$ cat config.mk
export PLATFORM = sky130hd
export DESIGN_NAME = char_lcd_nibble_write_sequencer
export DESIGN_NICKNAME = d
export VERILOG_FILES = /design/src/design/lcdseq_pkg.sv /design/src/design/lcdseq_csr.sv /design/src/design/lcdseq_engine.sv /design/src/design/char_lcd_nibble_write_sequencer.sv
export SDC_FILE = /design/constraint.sdc
export NUM_CORES = 1
export LEC_CHECK = 0
export BUFFER_PORTS_ARGS = -buffer_cell sky130_fd_sc_hd__buf_2
export CORE_AREA = 2 2 101 128
export CTS_CLUSTER_SIZE = 10
export DETAILED_ROUTE_END_ITERATION = 16
export DIE_AREA = 0 0 103 130
export PLACE_DENSITY = 0.68
export SETUP_SLACK_MARGIN = 0.5
export SKIP_CTS_REPAIR_TIMING = 1
export SLEW_MARGIN = 20
export SYNTH_ARGS = -nofsm -noshare
export SYNTH_HDL_FRONTEND = slang
export SYNTH_SLANG_ARGS = --single-unit
$ cat constraint.sdc
create_clock -name clock -period 4 [get_ports clock]
set_clock_uncertainty 0.1 [all_clocks]
set_input_delay 0.2 -clock clock [delete_from_list [all_inputs] [get_ports clock]]
set_output_delay 0.2 -clock clock [all_outputs]
set_load 0.05 [all_outputs]
$ cat src/design/lcdseq_pkg.sv
// Shared types, codes and constants of the character LCD nibble write sequencer.
package lcdseq_pkg;

   // Default width of the phase timer.
   localparam int TIMER_WIDTH_DEFAULT = 16;

   // Width of each timing register on the configuration port.
   localparam int CSR_WIDTH = 16;
   localparam int CSR_INDEX_WIDTH = 2;

   // Reset values of the timing registers.
   localparam logic [CSR_WIDTH-1:0] PULSE_RESET = 16'd10;
   localparam logic [CSR_WIDTH-1:0] GAP_RESET = 16'd1;
   localparam logic [CSR_WIDTH-1:0] SETTLE_RESET = 16'd3;
   localparam logic [CSR_WIDTH-1:0] POWER_ON_RESET = 16'd15;

   // Init command sequence, sent with RS low.
   localparam logic [7:0] INIT_CMD_0 = 8'h02;
   localparam logic [7:0] INIT_CMD_1 = 8'h28;
   localparam logic [7:0] INIT_CMD_2 = 8'h01;
   localparam logic [7:0] INIT_CMD_3 = 8'h0C;
   localparam logic [7:0] INIT_CMD_4 = 8'h06;
   localparam logic [2:0] INIT_LAST_STEP = 3'd4;

   // Request operation codes.
   typedef enum logic [1:0] {
      OP_TICK   = 2'd0,
      OP_SUBMIT = 2'd1,
      OP_INIT   = 2'd2
   } op_type;

   // Timing register indexes.
   typedef enum logic [CSR_INDEX_WIDTH-1:0] {
      REG_PULSE    = 2'd0,
      REG_GAP      = 2'd1,
      REG_SETTLE   = 2'd2,
      REG_POWER_ON = 2'd3
   } csr_reg_type;

   // Sequencer phases, one-hot.
   typedef enum logic [5:0] {
      PH_IDLE   = 6'b000001,
      PH_POWER  = 6'b000010,
      PH_HIGH   = 6'b000100,
      PH_GAP    = 6'b001000,
      PH_LOW    = 6'b010000,
      PH_SETTLE = 6'b100000
   } phase_type;

   // Timing registers and their nonzero flags after cutting to the timer width.
   typedef struct packed {
      logic [CSR_WIDTH-1:0] pulse;
      logic [CSR_WIDTH-1:0] gap;
      logic [CSR_WIDTH-1:0] settle;
      logic [CSR_WIDTH-1:0] power_on;
      logic                 pulse_nz;
      logic                 gap_nz;
      logic                 settle_nz;
      logic                 power_on_nz;
   } timing_type;

   // One request as it enters the sequencer.
   typedef struct packed {
      logic [1:0] op;
      logic [7:0] data_byte;
      logic       rs_select;
   } item_type;

   // LCD pin levels.
   typedef struct packed {
      logic [3:0] nibble;
      logic       rs;
      logic       e;
   } pins_type;

   // One result as it leaves the sequencer.
   typedef struct packed {
      logic       accepted;
      logic       busy;
      logic [3:0] data_nibble;
      logic       rs_level;
      logic       e_level;
   } result_type;

   // Init command for a given step; steps past the end fall back to the first.
   function automatic logic [7:0] init_cmd(input logic [2:0] step);
      logic [7:0] cmd;
      case (step)
         3'd0:    cmd = INIT_CMD_0;
         3'd1:    cmd = INIT_CMD_1;
         3'd2:    cmd = INIT_CMD_2;
         3'd3:    cmd = INIT_CMD_3;
         3'd4:    cmd = INIT_CMD_4;
         default: cmd = INIT_CMD_0;
      endcase
      return cmd;
   endfunction

endpackage

$ cat src/design/lcdseq_csr.sv
// Timing register file of the LCD sequencer with zero-time flags.
module lcdseq_csr import lcdseq_pkg::*; #(
   parameter int TIMER_WIDTH = TIMER_WIDTH_DEFAULT
) (
   input  logic                       clock,
   input  logic                       reset,
   input  logic                       csr_we,
   input  logic [CSR_INDEX_WIDTH-1:0] csr_index,
   input  logic [CSR_WIDTH-1:0]       csr_wdata,
   output timing_type                 timing
);

   logic [CSR_WIDTH-1:0] pulse_ff;
   logic [CSR_WIDTH-1:0] gap_ff;
   logic [CSR_WIDTH-1:0] settle_ff;
   logic [CSR_WIDTH-1:0] power_on_ff;

   // Register writes, decoded by index.
   always_ff @(posedge clock) begin
      if (reset) begin
         pulse_ff    <= PULSE_RESET;
         gap_ff      <= GAP_RESET;
         settle_ff   <= SETTLE_RESET;
         power_on_ff <= POWER_ON_RESET;
      end else if (csr_we) begin
         case (csr_index)
            REG_PULSE:    pulse_ff <= csr_wdata;
            REG_GAP:      gap_ff <= csr_wdata;
            REG_SETTLE:   settle_ff <= csr_wdata;
            REG_POWER_ON: power_on_ff <= csr_wdata;
            default: ;
         endcase
      end
   end

   // A time that is zero once cut to the timer width is skipped by the sequencer.
   always_comb begin
      timing.pulse       = pulse_ff;
      timing.gap         = gap_ff;
      timing.settle      = settle_ff;
      timing.power_on    = power_on_ff;
      timing.pulse_nz    = |TIMER_WIDTH'(pulse_ff);
      timing.gap_nz      = |TIMER_WIDTH'(gap_ff);
      timing.settle_nz   = |TIMER_WIDTH'(settle_ff);
      timing.power_on_nz = |TIMER_WIDTH'(power_on_ff);
   end

endmodule

$ cat src/design/lcdseq_engine.sv
// Phase sequencer of the LCD interface: state registers and one-pass next-state logic.
module lcdseq_engine import lcdseq_pkg::*; #(
   parameter int TIMER_WIDTH = TIMER_WIDTH_DEFAULT
) (
   input  logic       clock,
   input  logic       reset,
   input  logic       item_go,
   input  item_type   item,
   input  timing_type timing,
   output result_type result
);

   phase_type              phase_ff, phase_in;
   logic [TIMER_WIDTH-1:0] timer_ff, timer_in;
   logic [7:0]             byte_ff, byte_in;
   logic                   rs_ff, rs_in;
   logic [2:0]             step_ff, step_in;
   logic                   init_ff, init_in;
   pins_type               pins_ff, pins_in;
   logic                   accepted;

   // Entry point of a run through the nibble phases.
   logic       walk;
   logic [2:0] walk_pos;
   logic [2:0] walk_step;
   logic [7:0] walk_byte;
   logic       walk_rs;
   logic       walk_init;

   // Where the run stops.
   logic [3:0] nz;
   logic       cur_hit, next_hit, can_next;
   logic [1:0] cur_pos, next_pos, stop_pos;
   logic [2:0] stop_step;
   logic [7:0] stop_byte;
   logic       stop_rs;

   // Nonzero flags by position within a byte: high, gap, low, settle.
   assign nz = {timing.settle_nz, timing.pulse_nz, timing.gap_nz, timing.pulse_nz};

   // Decode the request and find where the run through zero-time phases starts.
   always_comb begin
      phase_in  = phase_ff;
      timer_in  = timer_ff;
      byte_in   = byte_ff;
      rs_in     = rs_ff;
      step_in   = step_ff;
      init_in   = init_ff;
      pins_in   = pins_ff;
      accepted  = 1'b0;
      walk      = 1'b0;
      walk_pos  = 3'd0;
      walk_step = step_ff;
      walk_byte = byte_ff;
      walk_rs   = rs_ff;
      walk_init = init_ff;
      if (item_go) begin
         case (item.op)
            OP_TICK: begin
               if (phase_ff != PH_IDLE) begin
                  if (timer_ff > TIMER_WIDTH'(1)) begin
                     timer_in = timer_ff - TIMER_WIDTH'(1);
                  end else begin
                     walk = 1'b1;
                     case (phase_ff)
                        PH_POWER: begin
                           walk_pos  = 3'd0;
                           walk_step = 3'd0;
                           walk_byte = init_cmd(3'd0);
                           walk_rs   = 1'b0;
                        end
                        PH_HIGH:   walk_pos = 3'd1;
                        PH_GAP:    walk_pos = 3'd2;
                        PH_LOW:    walk_pos = 3'd3;
                        PH_SETTLE: walk_pos = 3'd4;
                        default:   walk_pos = 3'd4;
                     endcase
                  end
               end
            end
            OP_SUBMIT: begin
               if (phase_ff == PH_IDLE) begin
                  accepted  = 1'b1;
                  walk      = 1'b1;
                  walk_pos  = 3'd0;
                  walk_step = 3'd0;
                  walk_byte = item.data_byte;
                  walk_rs   = item.rs_select;
                  walk_init = 1'b0;
               end
            end
            OP_INIT: begin
               if (phase_ff == PH_IDLE) begin
                  accepted  = 1'b1;
                  walk_init = 1'b1;
                  walk_step = 3'd0;
                  init_in   = 1'b1;
                  step_in   = 3'd0;
                  if (timing.power_on_nz) begin
                     phase_in = PH_POWER;
                     timer_in = TIMER_WIDTH'(timing.power_on);
                  end else begin
                     walk      = 1'b1;
                     walk_pos  = 3'd0;
                     walk_byte = init_cmd(3'd0);
                     walk_rs   = 1'b0;
                  end
               end
            end
            default: ;
         endcase
      end

      // First nonzero phase from the entry point on, in this byte or the next.
      cur_hit  = 1'b0;
      cur_pos  = 2'd0;
      next_hit = 1'b0;
      next_pos = 2'd0;
      for (int i = 0; i < 4; i++) begin
         if (!cur_hit && (3'(i) >= walk_pos) && nz[i]) begin
            cur_hit = 1'b1;
            cur_pos = 2'(i);
         end
         if (!next_hit && nz[i]) begin
            next_hit = 1'b1;
            next_pos = 2'(i);
         end
      end
      can_next = walk_init && (walk_step < INIT_LAST_STEP);

      stop_pos  = cur_hit ? cur_pos : next_pos;
      stop_step = cur_hit ? walk_step : walk_step + 3'd1;
      stop_byte = cur_hit ? walk_byte : init_cmd(walk_step + 3'd1);
      stop_rs   = cur_hit ? walk_rs : 1'b0;

      if (walk) begin
         if (cur_hit || (can_next && next_hit)) begin
            // Stop in a nibble phase and load its time.
            step_in    = stop_step;
            byte_in    = stop_byte;
            rs_in      = stop_rs;
            init_in    = walk_init;
            pins_in.rs = stop_rs;
            pins_in.e  = ~stop_pos[0];
            pins_in.nibble = stop_pos[1] ? stop_byte[3:0] : stop_byte[7:4];
            case (stop_pos)
               2'd0: begin
                  phase_in = PH_HIGH;
                  timer_in = TIMER_WIDTH'(timing.pulse);
               end
               2'd1: begin
                  phase_in = PH_GAP;
                  timer_in = TIMER_WIDTH'(timing.gap);
               end
               2'd2: begin
                  phase_in = PH_LOW;
                  timer_in = TIMER_WIDTH'(timing.pulse);
               end
               default: begin
                  phase_in = PH_SETTLE;
                  timer_in = TIMER_WIDTH'(timing.settle);
               end
            endcase
         end else begin
            // Every remaining phase takes no time: finish with the last byte sent.
            phase_in = PH_IDLE;
            timer_in = '0;
            init_in  = 1'b0;
            step_in  = 3'd0;
            byte_in  = can_next ? INIT_CMD_4 : walk_byte;
            rs_in    = can_next ? 1'b0 : walk_rs;
            pins_in.e      = 1'b0;
            pins_in.rs     = rs_in;
            pins_in.nibble = byte_in[3:0];
         end
      end
   end

   // Sequencer state.
   always_ff @(posedge clock) begin
      if (reset) begin
         phase_ff <= PH_IDLE;
         timer_ff <= '0;
         step_ff  <= 3'd0;
         init_ff  <= 1'b0;
         pins_ff  <= '0;
         byte_ff  <= '0;
         rs_ff    <= 1'b0;
      end else begin
         phase_ff <= phase_in;
         timer_ff <= timer_in;
         step_ff  <= step_in;
         init_ff  <= init_in;
         pins_ff  <= pins_in;
         byte_ff  <= byte_in;
         rs_ff    <= rs_in;
      end
   end

   // Result of the request being processed.
   always_comb begin
      result.e_level     = pins_in.e;
      result.rs_level    = pins_in.rs;
      result.data_nibble = pins_in.nibble;
      result.busy        = (phase_in != PH_IDLE);
      result.accepted    = accepted;
   end

   // A running phase always has time left on its timer.
   assert property (@(posedge clock) disable iff (reset)
      phase_ff != PH_IDLE |-> timer_ff != '0)
      else $error("phase running with an empty timer");

   // The init sequence never outlives the busy period.
   assert property (@(posedge clock) disable iff (reset)
      phase_ff == PH_IDLE |-> !init_ff && step_ff == 3'd0)
      else $error("init sequence state left over while idle");

   // E is high only while a nibble is being strobed.
   assert property (@(posedge clock) disable iff (reset)
      pins_ff.e |-> phase_ff == PH_HIGH || phase_ff == PH_LOW)
      else $error("E high outside a strobe phase");

   // The init step never runs past the last command.
   assert property (@(posedge clock) disable iff (reset)
      step_ff <= INIT_LAST_STEP)
      else $error("init step out of range");

endmodule

$ cat src/design/char_lcd_nibble_write_sequencer.sv
// Top level of the character LCD nibble write sequencer: request and result registers.
//
// Drives a character LCD over a 4-bit bus. Each request on the req_ channel is a
// tick (time passes), a byte submit or an init start; each request produces
// exactly one result on the rsp_ channel with the pin levels after it (E, RS,
// D7..D4), a busy flag and whether a submit or init was taken. Submits and init
// starts made while busy are refused. Timing registers are written through the
// csr_ port, counted in ticks; a zero time skips its phase.
// An accepted request is registered in the request register, processed when
// the result register is free or being emptied, and its result is then valid.
// Throughput: one request per cycle while the receiver does not stall; the
// whole phase step, including any chain of zero-time phases, is done in the
// single stage between the request register and the result register.
// Reset clears the sequencer to idle with all pins low and loads the timing
// defaults. When the receiver stalls, the result is held and one more request
// may wait in the request register; then req_tready drops until rsp_tready.
module char_lcd_nibble_write_sequencer import lcdseq_pkg::*; #(
   parameter int TIMER_WIDTH = TIMER_WIDTH_DEFAULT
) (
   input  logic                       clock,
   input  logic                       reset,
   // Request channel.
   input  logic                       req_tvalid,
   output logic                       req_tready,
   input  logic [7:0]                 req_tdata,  // [7:0] data_byte
   input  logic [2:0]                 req_tuser,  // [1:0] op, [2] rs_select
   // Result channel.
   output logic                       rsp_tvalid,
   input  logic                       rsp_tready,
   output logic [7:0]                 rsp_tdata,  // [0] e_level, [1] rs_level,
                                                  // [5:2] data_nibble, [6] busy_res,
                                                  // [7] accepted
   // Timing register writes.
   input  logic                       csr_we,
   input  logic [CSR_INDEX_WIDTH-1:0] csr_index,
   input  logic [CSR_WIDTH-1:0]       csr_wdata
);

   logic       req_valid_ff;
   item_type   req_item_ff;
   logic       rsp_valid_ff;
   result_type rsp_data_ff;
   logic       advance;
   timing_type timing;
   result_type result;

   // A held request moves on when the result register is free or being emptied.
   assign advance    = req_valid_ff && (!rsp_valid_ff || rsp_tready);
   assign req_tready = !req_valid_ff || advance;

   // Request register.
   always_ff @(posedge clock) begin
      if (reset) begin
         req_valid_ff <= 1'b0;
      end else if (req_tready) begin
         req_valid_ff <= req_tvalid;
      end
   end

   always_ff @(posedge clock) begin
      if (req_tvalid && req_tready) begin
         req_item_ff.op        <= req_tuser[1:0];
         req_item_ff.data_byte <= req_tdata;
         req_item_ff.rs_select <= req_tuser[2];
      end
   end

   lcdseq_csr #(
      .TIMER_WIDTH(TIMER_WIDTH)
   ) u_csr (
      .clock     (clock),
      .reset     (reset),
      .csr_we    (csr_we),
      .csr_index (csr_index),
      .csr_wdata (csr_wdata),
      .timing    (timing)
   );

   lcdseq_engine #(
      .TIMER_WIDTH(TIMER_WIDTH)
   ) u_engine (
      .clock   (clock),
      .reset   (reset),
      .item_go (advance),
      .item    (req_item_ff),
      .timing  (timing),
      .result  (result)
   );

   // Result register.
   always_ff @(posedge clock) begin
      if (reset) begin
         rsp_valid_ff <= 1'b0;
      end else if (advance) begin
         rsp_valid_ff <= 1'b1;
      end else if (rsp_tready) begin
         rsp_valid_ff <= 1'b0;
      end
   end

   always_ff @(posedge clock) begin
      if (advance) begin
         rsp_data_ff <= result;
      end
   end

   assign rsp_tvalid = rsp_valid_ff;
   assign rsp_tdata  = rsp_data_ff;

endmodule

==> results of run 1 <==
==> cell type report <==
class / count / area (um2) / share of cell area
repair buffers: 88 / 635.6 / 0.08097
clock inverters: 12 / 167.7 / 0.02136
multi-input cells: 624 / 3638 / 0.4635
well taps: 168 / 210.2 / 0.02678
flip-flops and latches: 126 / 2713 / 0.3456
inverters: 13 / 48.80 / 0.006216
clock buffers: 20 / 436.7 / 0.05563
==> flip-flops by register name, indices dropped and copies added, names as in the netlist <==
name,cells
req_item_ff,11
req_valid_ff,1
rsp_tdata,8
rsp_tvalid,1
u_csr.gap_ff,16
u_csr.power_on_ff,16
u_csr.pulse_ff,16
u_csr.settle_ff,16
u_engine.byte_ff,8
u_engine.init_ff,1
u_engine.phase_ff,6
u_engine.pins_ff,6
u_engine.rs_ff,1
u_engine.step_ff,3
u_engine.timer_ff,16
==> worst max path at each step <==
stage,endpoint,slack (ps)
floorplan,rsp_tdata[3]$_DFFE_PP_,760
global placement,rsp_tdata[3]$_DFFE_PP_,500
detailed placement,rsp_tdata[3]$_DFFE_PP_,380
CTS,rsp_tdata[3]$_DFFE_PP_,360
global route,rsp_tdata[3]$_DFFE_PP_,480
finish,rsp_tdata[3]$_DFFE_PP_,610
==> cell families after synthesis <==
family,Yosys count,synth area share
XOR/XNOR,15,0.02004
multiplexers,7,0.01088
AO/OA/AOI/OAI,224,0.2221
flip-flops,126,0.4137
AND/OR/NAND/NOR,367,0.2706
buffers and inverters,67,0.04160
adder cells (fa/ha/maj),11,0.02099
==> synthesized netlist by cell type, drive strengths merged, types with 2 or more instances <==
| master | instances | share of area |
|---|---|---|
| nand2 | 174 | 0.10 |
| dfxtp | 107 | 0.33 |
| a21oi | 89 | 0.068 |
| nand3 | 44 | 0.035 |
| clkbuf | 43 | 0.025 |
| nor2 | 42 | 0.024 |
| o21ai | 33 | 0.026 |
| nor4 | 22 | 0.021 |
| edfxtp | 19 | 0.087 |
| a31oi | 18 | 0.017 |
| and3 | 14 | 0.014 |
| a22oi | 13 | 0.015 |
| o211ai | 13 | 0.017 |
| inv | 12 | 0.0069 |
| nor3 | 12 | 0.0099 |
| a211oi | 11 | 0.017 |
| buf | 11 | 0.0095 |
| ha | 11 | 0.021 |
| and2 | 10 | 0.0095 |
| o31ai | 10 | 0.011 |
| xor2 | 9 | 0.012 |
| a211o | 7 | 0.0094 |
| and4 | 7 | 0.0094 |
| mux2i | 6 | 0.0092 |
| or3 | 6 | 0.0057 |
| or4 | 6 | 0.0074 |
| xnor2 | 6 | 0.0080 |
| o2111ai | 5 | 0.0067 |
| nand2b | 4 | 0.0038 |
| nor2b | 4 | 0.0038 |
| o22ai | 4 | 0.0038 |
| or2 | 4 | 0.0038 |
| a311oi | 3 | 0.0076 |
| nand4 | 3 | 0.0029 |
| nor3b | 3 | 0.0034 |
| o21a | 3 | 0.0034 |
| o32ai | 3 | 0.0040 |
| o41ai | 3 | 0.0040 |
| or3b | 3 | 0.0040 |
| a21o | 2 | 0.0023 |
| and3b | 2 | 0.0027 |
| and4b | 2 | 0.0031 |
| nand3b | 2 | 0.0023 |
| o22a | 2 | 0.0027 |
==> power groups by stage <==
stage	logic, mW	registers [mW]	clock network [mW]
finish	0.516	1.39	1.59
global route	0.566	1.40	1.66
CTS	0.474	1.39	1.61
detailed placement	0.470	1.42	0
global placement	0.460	1.42	0
floorplan	0.337	1.42	0
==> tightest hold or removal path: stages <==
cell and delay (ps):
buf_2 90, nand2b_1 110, a21oi_1 60
==> metrics by stage <==
stage,instances,setup WS [ps],hold WS [ps],cell area (um2)
after global routing,1051,481.7,14.93,7850
after detailed placement,989,379.3,278.1,6875
after floorplan,817,758.3,198.9,6556
after global placement,989,495.3,276.5,6875
after CTS,1021,362.1,-161.4,7480
final,1051,610.4,-0.2819,7850
==> cell usage in the layout, fill, tap and decap left out, drive strengths merged, types with 11 or more instances in the layout <==
master       Yosys  final
edfxtp          19     19
a22oi           13     13
nor4            22     22
dlygate4sd3      0     28
buf             11     60
o21ai           33     33
dfxtp          107    107
o211ai          13     13
nand3           44     44
and3            14     14
ha              11     11
a211oi          11     11
inv             12     13
nor2            42     42
clkbuf          43     20
nand2          174    174
nor3            12     12
a31oi           18     18
a21oi           89     89
==> per-layer routing <==
layer / track usage / wire length (um) / vias to the layer above
met5: 0 / 0 / -
met1: 0.3347 / 7458 / 3001
met3: 0.05570 / 1083 / 62
li1: - / - / 3065
met2: 0.5057 / 9851 / 253
met4: 0.1463 / 752 / 0
==> summary.md, run 1 <==
| Metric | Value |
|---|---|
| Initial antenna violation count | 0 |
| DRT Wirelength | ~19000 um |
| Clock sink count | between 100 and 150 |
| Post-DR vias/cell | between 6 and 7 |
| CP endpoint kind | register |
| R2r startpoint | u_engine.timer_ff[4]$_SDFFE_PP0P_ |
| Row count | between 40 and 50 |
| Seq cells post-synth | roughly 130 |
| Buf/Inv on CP | 0 |
| # diodes | 0 |
| Maximum resistive drop on vdd | roughly 300 uV |
| Power share of the combinational group | 0.147 |
| Status | finished with violations |
| Crit-path max cell delay | ~700 ps |
| Worst-skew pair later-pin latency | around 420 ps |
| Ys flop type | dfxtp_1 |
| Die W | approximately 100 um |
| Final antenna-violating net count | 0 |
| Clock share of power | 0.455 |
| Crit-path max FO | 6 |
| Num ports | 44 |
| Critical path launch point type | register |
| CTS tree | done |
| CTS buffer count | 17 |
| Critical path class | reg2reg |
| Worst path required time | ~4100 ps |
| Max-slew violations | 0 |
| Tot GR Track Use | 0.2898 |
| Layout Nets | 915 |
| NetSw | roughly 900 uW |
| Final setup TNS | 0 ps |
| First-pass iteration count of the detailed router | 5 |
| Die area | 13390 um2 |
| GPL Wtd Cong | between 0.9 and 1 |
| Die height | 130 um |
| Synthesized cell area | ~6600 um2 |
| Post-layout util | 0.6373 |
| Worst slew pin tran | 1014 ps |
| Distinct cells, synth | 70 |
| Maximum clock frequency | slightly below 0.3 GHz |
| Iter 0 DRT Violations | 449 |
| Syn Area/Cell | 8.025 um2 |
| RSZ-0062 raised after global routing | true |
| CP top delay family | simple AND/OR/NAND/NOR gates |
| Critical path depth | 10 |
| CP arrival | 3440 ps |
| Synthesized instance count | roughly 800 |
| Critical path's slowest cell | or4_1 |
| Failing checks | hold timing |
| CP Cell Sequence | or4_1 -> nor2_4 -> nor4bb_4 -> o21ai_2 -> and2_1 -> ha_1 -> xor2_1 -> and4_1 -> nor4_2 -> o41ai_1 |
| Initial Util | 0.5323 |
| Remaining DRCs | 0 |
| Hold Path End | rsp_tvalid$_SDFFE_PP0P_ |
| Cell leakage power | around 2.8 nW |
| Largest net degree at the start of global routing | 62 |
| Hold path start | rsp_tready |
| Routed wire per std cell | ~18 um |
| Internal power | ~2.6 mW |
| Core Footprint | between 10000 and 15000 um2 |
| HP Class | in2reg |
| Final period utilization | 0.8474 |
| Layout fillers | 1118 |
| Clk root buf | clkbuf_16 |
| Fraction of layout cells with a size suffix above 1 | 0.1359 |
| Seq/Total Area, Yosys | 0.4137 |
| Hold path depth | 3 |
| Synth-to-Final Area Change | 19.73% |
| Pwr Density | roughly 450 nW/um2 |
| Reg-to-reg slack, setup | between 600 and 700 ps |
| Clock buffer depth | 2 |
| Syn nets | about 860 |
| Final Hold Fails | 1 |
| Hpwl dp | 13480 um |
| Vias in the first global route | 5911 |
| First-pass GRT wire length | 29730 um |
| MaxCap Viol Count | 0 |
| Period minus WS final | 3390 ps |
| DR vias | ~6400 |
| Grt ovf | 0 |
| Synth warn | 0 |
| Seq pwr share | 0.398 |
| Final Setup Violations | 0 |
| Switching share of total power | 0.2637 |
| CTS H-tree depth | 4 |
| CTS clk-pin slew, worst paths | around 60 ps |
| Register-to-Register Path Depth | 10 |
| I/O Buffers | 43 |
| Reg-to-reg endpoint | rsp_tdata[3]$_DFFE_PP_ |
| Slew HR | 0.3212 |
| Final hold slack | -0.2819 ps |
| EDFF count, synth | 19 |
| Overall power | 3.505 mW |
| Post-synth ARST share | 0 |
| Setup crit start | u_engine.timer_ff[4]$_SDFFE_PP0P_ |
Note: power is estimated with default switching activity, not from simulation.
==> run 2, diff against run 1 <==
--- a/config.mk
+++ b/config.mk
@@ -5,12 +5,13 @@
 export SDC_FILE = /design/constraint.sdc
 export NUM_CORES = 1
 export LEC_CHECK = 0
+export ABC_AREA = 1
 export BUFFER_PORTS_ARGS = -buffer_cell sky130_fd_sc_hd__buf_2
-export CORE_AREA = 2 2 101 128
+export CORE_AREA = 2 2 102 128
 export CTS_CLUSTER_SIZE = 10
 export DETAILED_ROUTE_END_ITERATION = 16
-export DIE_AREA = 0 0 103 130
-export PLACE_DENSITY = 0.68
+export DIE_AREA = 0 0 104 130
+export PLACE_DENSITY = 0.71
 export SETUP_SLACK_MARGIN = 0.5
 export SKIP_CTS_REPAIR_TIMING = 1
 export SLEW_MARGIN = 20
==> constraint.sdc (replaced) <==
create_clock -name clock -period 2.8 [get_ports clock]
set_clock_uncertainty 0.1 [all_clocks]
set_input_delay 0.14 -clock clock [delete_from_list [all_inputs] [get_ports clock]]
set_output_delay 0.14 -clock clock [all_outputs]
set_load 0.05 [all_outputs]
==> run 2 against run 1 <==
Compared with the run above:
- the flow now finishes without violations
- via count up 8.9%
- critical path depth rose by 10
- clock power increased by 45%
- count of clock-buffer cells in the layout grew 2
- sequential power up 44%
- fmax increased by 28%
- setup slack got worse by 450 ps
- non-clock buffer count is 49 higher
- combinational power rose by 47%
- flip-flop and latch count unchanged
- cell count increased by 19%
- sequential share of layout area shrank 3.9 points
- largest power group unchanged
==> summary.md, run 2 <==
| Metric | Value |
|---|---|
| Critical path endpoint | rsp_tdata[3]$_DFFE_PP_ |
| Register-to-Register Path Depth | 20 (+10) |
| Seq cells post-synth | 126 (unchanged) |
| Post-DR vias/cell | 5.557 (-8.5%) |
| CTS H-tree depth | 4 (unchanged) |
| Row count | 46 (unchanged) |
| Synthesized instance count | 950 (+16%) |
| Layout Nets | 1115 (+22%) |
| MaxCap Viol Count | 0 (unchanged) |
| Hold path start | rsp_tready |
| # diodes | 0 (unchanged) |
| CTS tree | done |
| Grt ovf | 0 (unchanged) |
| HP Class | in2reg |
| Num ports | 44 (unchanged) |
| Most frequent cells in the layout | nor2_1 (170), nand2_1 (166), o21ai_0 (106) |
| EDFF count, synth | 19 (unchanged) |
| Post-route insts no fill | 1251 (+19%) |
| Critical path class | reg2reg |
| Commonest non-fill, non-tap cell in the layout | nor2_1 |
| RSZ-0062 raised after global routing | true |
| CP arrival | 2700 ps (-740 ps) |
| Synth-to-Final Area Change | 34.13% |
| Iter 0 DRT Violations | 545 (+21%) |
| CTS clk-pin slew, worst paths | 60 ps (about the same) |
| Cell leakage power | 3.974 nW (+40%) |
| Initial Util | 0.5322 (about the same) |
| Clock sink count | 126 (unchanged) |
| Vias in the first global route | 6117 (+3.5%) |
| Layout fillers | 1009 (-9.7%) |
| Seq/Total Area, Yosys | 0.4100 (-0.003756) |
| Final period utilization | 0.9425 (+0.09512) |
| CTS buffer count | 17 (unchanged) |
| Synthesized cell area | 6616 um2 (+0.92%) |
| Die area | 13520 um2 (+0.97%) |
| Slew HR | 0.4907 (+0.1695) |
| Tot GR Track Use | 0.2918 (+0.001990) |
| Maximum clock frequency | 0.3789 GHz (+28%) |
| Status | finished, final reports clean |
| DR vias | 6952 (+8.9%) |
| Clk root buf | clkbuf_16 |
| CP endpoint kind | register |
| Final hold slack | 20.98 ps (+21.26 ps) |
| Pre-CTS setup slack | 30.54 ps (-348.8 ps) |
| Fraction of layout cells with a size suffix above 1 | 0.2364 (+0.1005) |
| Post-synth ARST share | 0 (unchanged) |
| Initial antenna violation count | 0 (unchanged) |
| Syn Area/Cell | 6.965 um2 (-13%) |
| Worst path required time | 2860 ps (-1190 ps) |
| Final Setup Violations | 0 (unchanged) |
| DRT Wirelength | 20770 um (+8.5%) |
| Area contributors post-synth | dfxtp_1 (32%), nand2_1 (11%), nor2_1 (10%) |
| Post-synth top cells | nand2_1 (190), nor2_1 (176), o21ai_0 (115), dfxtp_1 (107), inv_1 (79) |
| Period minus WS final | 2639 ps (-750.5 ps) |
| Reg-to-reg slack, setup | 160 ps (-450 ps) |
| Worst slew pin tran | 763.1 ps (-250.6 ps) |
| I/O Buffers | 43 (unchanged) |
| Worst-skew pair later-pin latency | 430 ps (about the same) |
| Placed instance count | 1160 (+17%) |
| Crit-path max FO | 6 (unchanged) |
| Remaining DRCs | 0 (unchanged) |
| Share of the synthesized area in the top cell type | 0.3238 (-0.002966) |
| Setup crit start | u_engine.timer_ff[0]$_SDFFE_PP0P_ |
| Final antenna-violating net count | 0 (unchanged) |
| Die W | 104 um (+0.97%) |
| Final Hold Fails | 0 (-1) |
| Distinct cells, synth | 44 (-37%) |
| Pwr Density | 571.4 nW/um2 (+28%) |
| Ys flop type | dfxtp_1 |
| Die height | 130 um (unchanged) |
| Hpwl dp | 13750 um (+2.0%) |
| Syn nets | 995 (+15%) |
| First-pass GRT wire length | 30780 um (+3.5%) |
| Max-slew violations | 0 (unchanged) |
| First-pass iteration count of the detailed router | 6 (+1) |
| Reg-to-reg endpoint | rsp_tdata[3]$_DFFE_PP_ |
| Final setup TNS | 0 ps (unchanged) |
| GPL Wtd Cong | 0.9384 (-0.76%) |
| Largest net degree at the start of global routing | 83 (+34%) |
| Critical path launch point type | register |
| Clock buffer depth | 2 (unchanged) |
| Post-layout util | 0.7139 (+0.07653) |
| Maximum resistive drop on vdd | 433.6 uV (+44%) |
| Routed wire per std cell | 16.60 um (-8.9%) |
| Synth area leader | dfxtp_1 |
| Core Footprint | 12430 um2 (+0.93%) |
| R2r startpoint | u_engine.timer_ff[0]$_SDFFE_PP0P_ |
| Synth warn | 0 (unchanged) |
| Fin worst setup slack | 160.9 ps (-449.5 ps) |
| Cell with the most instances after synthesis | nand2_1 |
## run 2: changes by cell type in the layout (fill, tap and decap cells not counted), sizes merged, moves of 10 or more
cell | previous run | this run
a211oi | 11 | 0
and3 | 14 | 1
nor4 | 22 | 5
o31ai | 10 | 0
nor2 | 42 | 187
nand2 | 174 | 202
nand3 | 44 | 82
a21oi | 89 | 55
o21ai | 33 | 116
o211ai | 13 | 2
inv | 13 | 85
nor3 | 12 | 1
buf | 60 | 106
## run 2: critical path, stage by stage, from the launching register on
cell and delay [ps]:
dfxtp_4 370, inv_4 60, ha_4 140, inv_2 30, nand2_2 50, nand2_2 70
nor2_4 130, nand3_4 130, o21ai_4 200, nand3_4 170, nand2_4 140, inv_6 50
ha_4 170, nand3_4 90, nand2_2 60, nand3_2 60, nand2_2 80, nand2_2 70
nand2_2 60, nand2_2 70, nand2_1 60
## run 2: report_power, final
part           internal [mW]  leakage (nW)  switching (mW)  total (mW)
clock network           1.47         0.312           0.837        2.31
logic                  0.288          2.60           0.472       0.760
registers               1.93          1.06          0.0728        2.00
total                   3.69          3.97            1.38        5.07
## run 2: kinds of logic after synthesis
| logic type | after synthesis | synth area share |
|---|---|---|
| flip-flops | 126 | 0.4100 |
| AO/OA/AOI/OAI | 196 | 0.1581 |
| adder cells (fa/ha/maj) | 11 | 0.02080 |
| XOR/XNOR | 3 | 0.003972 |
| buffers and inverters | 121 | 0.07545 |
| AND/OR/NAND/NOR | 493 | 0.3317 |
## run 2: worst min-delay path by stage
stage	end	depth (start not counted)	slack, ps
2_1_floorplan	req_item_ff[0]$_DFFE_PP_	0	140
3_3_place_gp	req_item_ff[3]$_DFFE_PP_	1	220
3_5_place_dp	req_item_ff[4]$_DFFE_PP_	1	220
4_1_cts	req_item_ff[6]$_DFFE_PP_	1	-220
5_1_grt	req_valid_ff$_SDFFE_PP0N_	4	70
6_report	req_valid_ff$_SDFFE_PP0N_	4	20
## run 2: stage by stage
| step | total power, mW | cell area [um2] |
|---|---|---|
| after floorplan | 2.486 | 6734 |
| after global placement | 2.689 | 7257 |
| after detailed placement | 2.695 | 7257 |
| after CTS | 4.992 | 7885 |
| after global routing | 5.257 | 8875 |
| final | 5.071 | 8875 |
## run 2: cell type report
type,instances,area [um2],area share
multi-input cells,703,3825,0.4310
clock inverters,10,121.4,0.01368
flip-flops and latches,126,2721,0.3066
repair buffers,137,1137,0.1282
inverters,85,352.8,0.03976
clock buffers,22,506.7,0.05710
well taps,168,210.2,0.02369
## run 2: metal layers
layer	global-route usage	part of all wire	up-vias
met5	0	0	-
li1	-	-	3370
met2	0.5298	0.51	278
met4	0.1447	0.042	0
met3	0.04845	0.048	70
met1	0.3354	0.40	3234
==> run 3, diff against run 2 <==
--- a/config.mk
+++ b/config.mk
@@ -11,7 +11,7 @@
 export CTS_CLUSTER_SIZE = 10
 export DETAILED_ROUTE_END_ITERATION = 16
 export DIE_AREA = 0 0 104 130
-export PLACE_DENSITY = 0.71
+export PLACE_DENSITY = 0.68
 export SETUP_SLACK_MARGIN = 0.5
 export SKIP_CTS_REPAIR_TIMING = 1
 export SLEW_MARGIN = 20
==> constraint.sdc (replaced) <==
create_clock -name clock -period 2.97 [get_ports clock]
set_clock_uncertainty 0.1 [all_clocks]
set_input_delay 0.1485 -clock clock [delete_from_list [all_inputs] [get_ports clock]]
set_output_delay 0.1485 -clock clock [all_outputs]
set_load 0.05 [all_outputs]
==> run 3 against run 2 <==
Compared with the run above:
- sequential power fell by 6%
- via count fell by 0.33%
- worst hold slack got worse by 14 ps
- largest power group unchanged
- cell area fell by 1.4%
- register-to-register slack improved by 130 ps
- critical path depth fell by 1
- non-clock buffer count fell by 6
- count of clock-buffer cells in the layout rose by 1
==> summary.md, run 3 (synthesis results as in run 2) <==
| Metric | Value |
|---|---|
| CTS H-tree depth | 4 (unchanged) |
| Fin worst setup slack | 292.8 ps (+131.9 ps) |
| RSZ-0062 raised after global routing | true |
| Register area | 2724 um2 (about the same) |
| CP Cell Sequence | inv_4 -> ha_4 -> inv_2 -> nand2_2 -> nand2_2 -> nor2_4 -> nand3_4 -> o21ai_4 -> nand3_4 -> nand2_4 -> nand3_4 -> nand2_8 -> nand2_8 -> nor2_4 -> buf_6 -> nand2_2 -> nand3_2 -> nand2_1 -> inv_1 |
| CP top delay family | simple AND/OR/NAND/NOR gates |
| Buf/Inv on CP | 4 (+1) |
| Commonest non-fill, non-tap cell in the layout | nor2_1 |
| Row count | 46 (unchanged) |
| Slew HR | 0.4754 (-0.01532) |
| Tot GR Track Use | 0.2914 (-0.0003846) |
| Reg-to-reg endpoint | u_engine.timer_ff[0]$_SDFFE_PP0P_ |
| Pre-CTS setup slack | 238.9 ps (+208.4 ps) |
| Iter 0 DRT Violations | 510 (-6.4%) |
| Worst-skew pair later-pin latency | 430 ps (about the same) |
| Routed wire per std cell | 17.11 um (+3.1%) |
| DR vias | 6929 (-0.33%) |
| Final antenna-violating net count | 0 (unchanged) |
| Initial antenna violation count | 0 (unchanged) |
| Layout fillers | 1024 (+1.5%) |
| Clk root buf | clkbuf_16 |
| DRT Wirelength | 21330 um (+2.7%) |
| Register-to-Register Path Depth | 19 (-5.0%) |
| Vias in the first global route | 6204 (+1.4%) |
| Most frequent cells in the layout | nor2_1 (169), nand2_1 (166), dfxtp_1 (104) |
| CTS clk-pin slew, worst paths | 50 ps (about the same) |
| Post-route insts no fill | 1246 (-0.40%) |
| Cell leakage power | 3.872 nW (-2.6%) |
| Die height | 130 um (unchanged) |
| Crit-path max cell delay | 360 ps (about the same) |
| Period minus WS final | 2677 ps (+38.06 ps) |
| Critical path class | reg2reg |
| Die W | 104 um (unchanged) |
| Placed instance count | 1149 (-0.95%) |
| # diodes | 0 (unchanged) |
| Remaining DRCs | 0 (unchanged) |
| Clock buffer depth | 2 (unchanged) |
| Max-slew violations | 0 (unchanged) |
| Hpwl dp | 13970 um (+1.6%) |
| Post-DR vias/cell | 5.561 (about the same) |
| Largest net degree at the start of global routing | 82 (-1.2%) |
| Crit-path max FO | 8 (+2) |
| Critical path's slowest cell | dfxtp_4 |
| Final Hold Fails | 0 (unchanged) |
| First-pass GRT wire length | 30510 um (-0.87%) |
| Maximum clock frequency | 0.3735 GHz (-1.4%) |
| Clock sink count | 126 (unchanged) |
| CTS buffer count | 17 (unchanged) |
| Hold path depth | 4 (unchanged) |
| CP endpoint kind | register |
| Multi-input gate area | 3811 um2 (-0.36%) |
| GPL Wtd Cong | 0.8972 (-4.4%) |
| First-pass iteration count of the detailed router | 8 (+2) |
| Core Footprint | 12430 um2 (unchanged) |
| Final Setup Violations | 0 (unchanged) |
| Reg-to-reg slack, setup | 290 ps (+130 ps) |
| Pwr Density | 517.7 nW/um2 (-9.4%) |
| Overall power | 4.531 mW (-11%) |
| Initial Util | 0.5322 (unchanged) |
| Final period utilization | 0.9014 (-0.04114) |
| Maximum resistive drop on vdd | 493.6 uV (+14%) |
| Worst path required time | 3240 ps (+380 ps) |
| Critical path launch point type | register |
| R2r startpoint | u_engine.timer_ff[0]$_SDFFE_PP0P_ |
| Grt ovf | 0 (unchanged) |
| Num ports | 44 (unchanged) |
| Synth-to-Final Area Change | 32.30% |
| CTS tree | done |
| Die area | 13520 um2 (unchanged) |
| Layout Nets | 1110 (-0.45%) |
| I/O Buffers | 43 (unchanged) |
| HP Class | in2reg |
| MaxCap Viol Count | 0 (unchanged) |
| Status | finished, final reports clean |
| CP arrival | 2940 ps (+240 ps) |
| Final setup TNS | 0 ps (unchanged) |
| Hold path start | rsp_tready |
| Worst slew pin tran | 786.1 ps (+22.95 ps) |
| Fraction of layout cells with a size suffix above 1 | 0.2310 (-0.005397) |
| Hold Path End | req_valid_ff$_SDFFE_PP0N_ |
[run 3: changes by cell type in the layout (fill, tap and decap cells not counted), moves of 2 or more]
cell and delta:
buf_4 -6, nor2_2 +2, o21ai_1 +2, o21ai_0 -3, bufinv_16 -2, nand3_2 -2
clkinv_2 +2, clkbuf_1 +3, nand2_2 +2
[run 3: report_power, final]
part | total [mW] | leakage [nW] | internal (mW) | switching, mW
Clock | 1.90 | 0.267 | 1.14 | 0.767
Combinational | 0.738 | 2.55 | 0.275 | 0.463
Sequential | 1.89 | 1.06 | 1.82 | 0.0711
[run 3: worst max-delay path by stage]
| stage | start | end | slack (ps) | cells past startpoint |
|---|---|---|---|---|
| 3_3_place_gp | u_engine.timer_ff[1]$_SDFFE_PP0P_ | rsp_tdata[2]$_DFFE_PP_ | 190 | 17 |
| 6_report | u_engine.timer_ff[0]$_SDFFE_PP0P_ | u_engine.timer_ff[0]$_SDFFE_PP0P_ | 290 | 19 |
| 2_1_floorplan | u_engine.timer_ff[1]$_SDFFE_PP0P_ | rsp_tdata[6]$_DFFE_PP_ | 450 | 20 |
| 5_1_grt | u_engine.timer_ff[0]$_SDFFE_PP0P_ | u_engine.timer_ff[5]$_SDFFE_PP0P_ | 160 | 19 |
| 4_1_cts | req_item_ff[9]$_DFFE_PP_ | rsp_tdata[6]$_DFFE_PP_ | 210 | 17 |
| 3_5_place_dp | u_engine.timer_ff[1]$_SDFFE_PP0P_ | u_engine.timer_ff[2]$_SDFFE_PP0P_ | 240 | 20 |
[run 3: area by class of cell]
class / instances / area share
Clock inverter: 9 / 0.006861
Tap cell: 168 / 0.02401
Multi-Input combinational cell: 703 / 0.4354
Timing Repair inverter: 1 / 0.001286
Sequential cell: 126 / 0.3112
Timing Repair Buffer: 131 / 0.1254
Inverter: 85 / 0.04117
Clock buffer: 23 / 0.05475
[run 3: metal layers]
layer  wire, um  global-route usage  vias up  part of all wire
met5          0                   0        -                 0
met4       1213              0.1749        0             0.057
met3       1079             0.05045       88             0.051
met2      10620              0.5112      281              0.50
met1       8406              0.3362     3203              0.39
li1           -                   -     3357                 -
[run 3: tightest hold or removal path, cell delays in order]
cell	delay, ps
buf_2	70
inv_1	70
nand3_1	110
a21oi_1	70
[run 3: through the flow]
| step | util | hold slack [ps] | cell area (um2) |
|---|---|---|---|
| CTS | 0.6159 | -213.9 | 7657 |
| global route | 0.7041 | 25.81 | 8753 |
| global placement | 0.5726 | 225.6 | 7118 |
| floorplan | - | 147.4 | 6678 |
| detailed placement | 0.5726 | 226.6 | 7118 |
| finish | 0.7041 | 6.850 | 8753 |
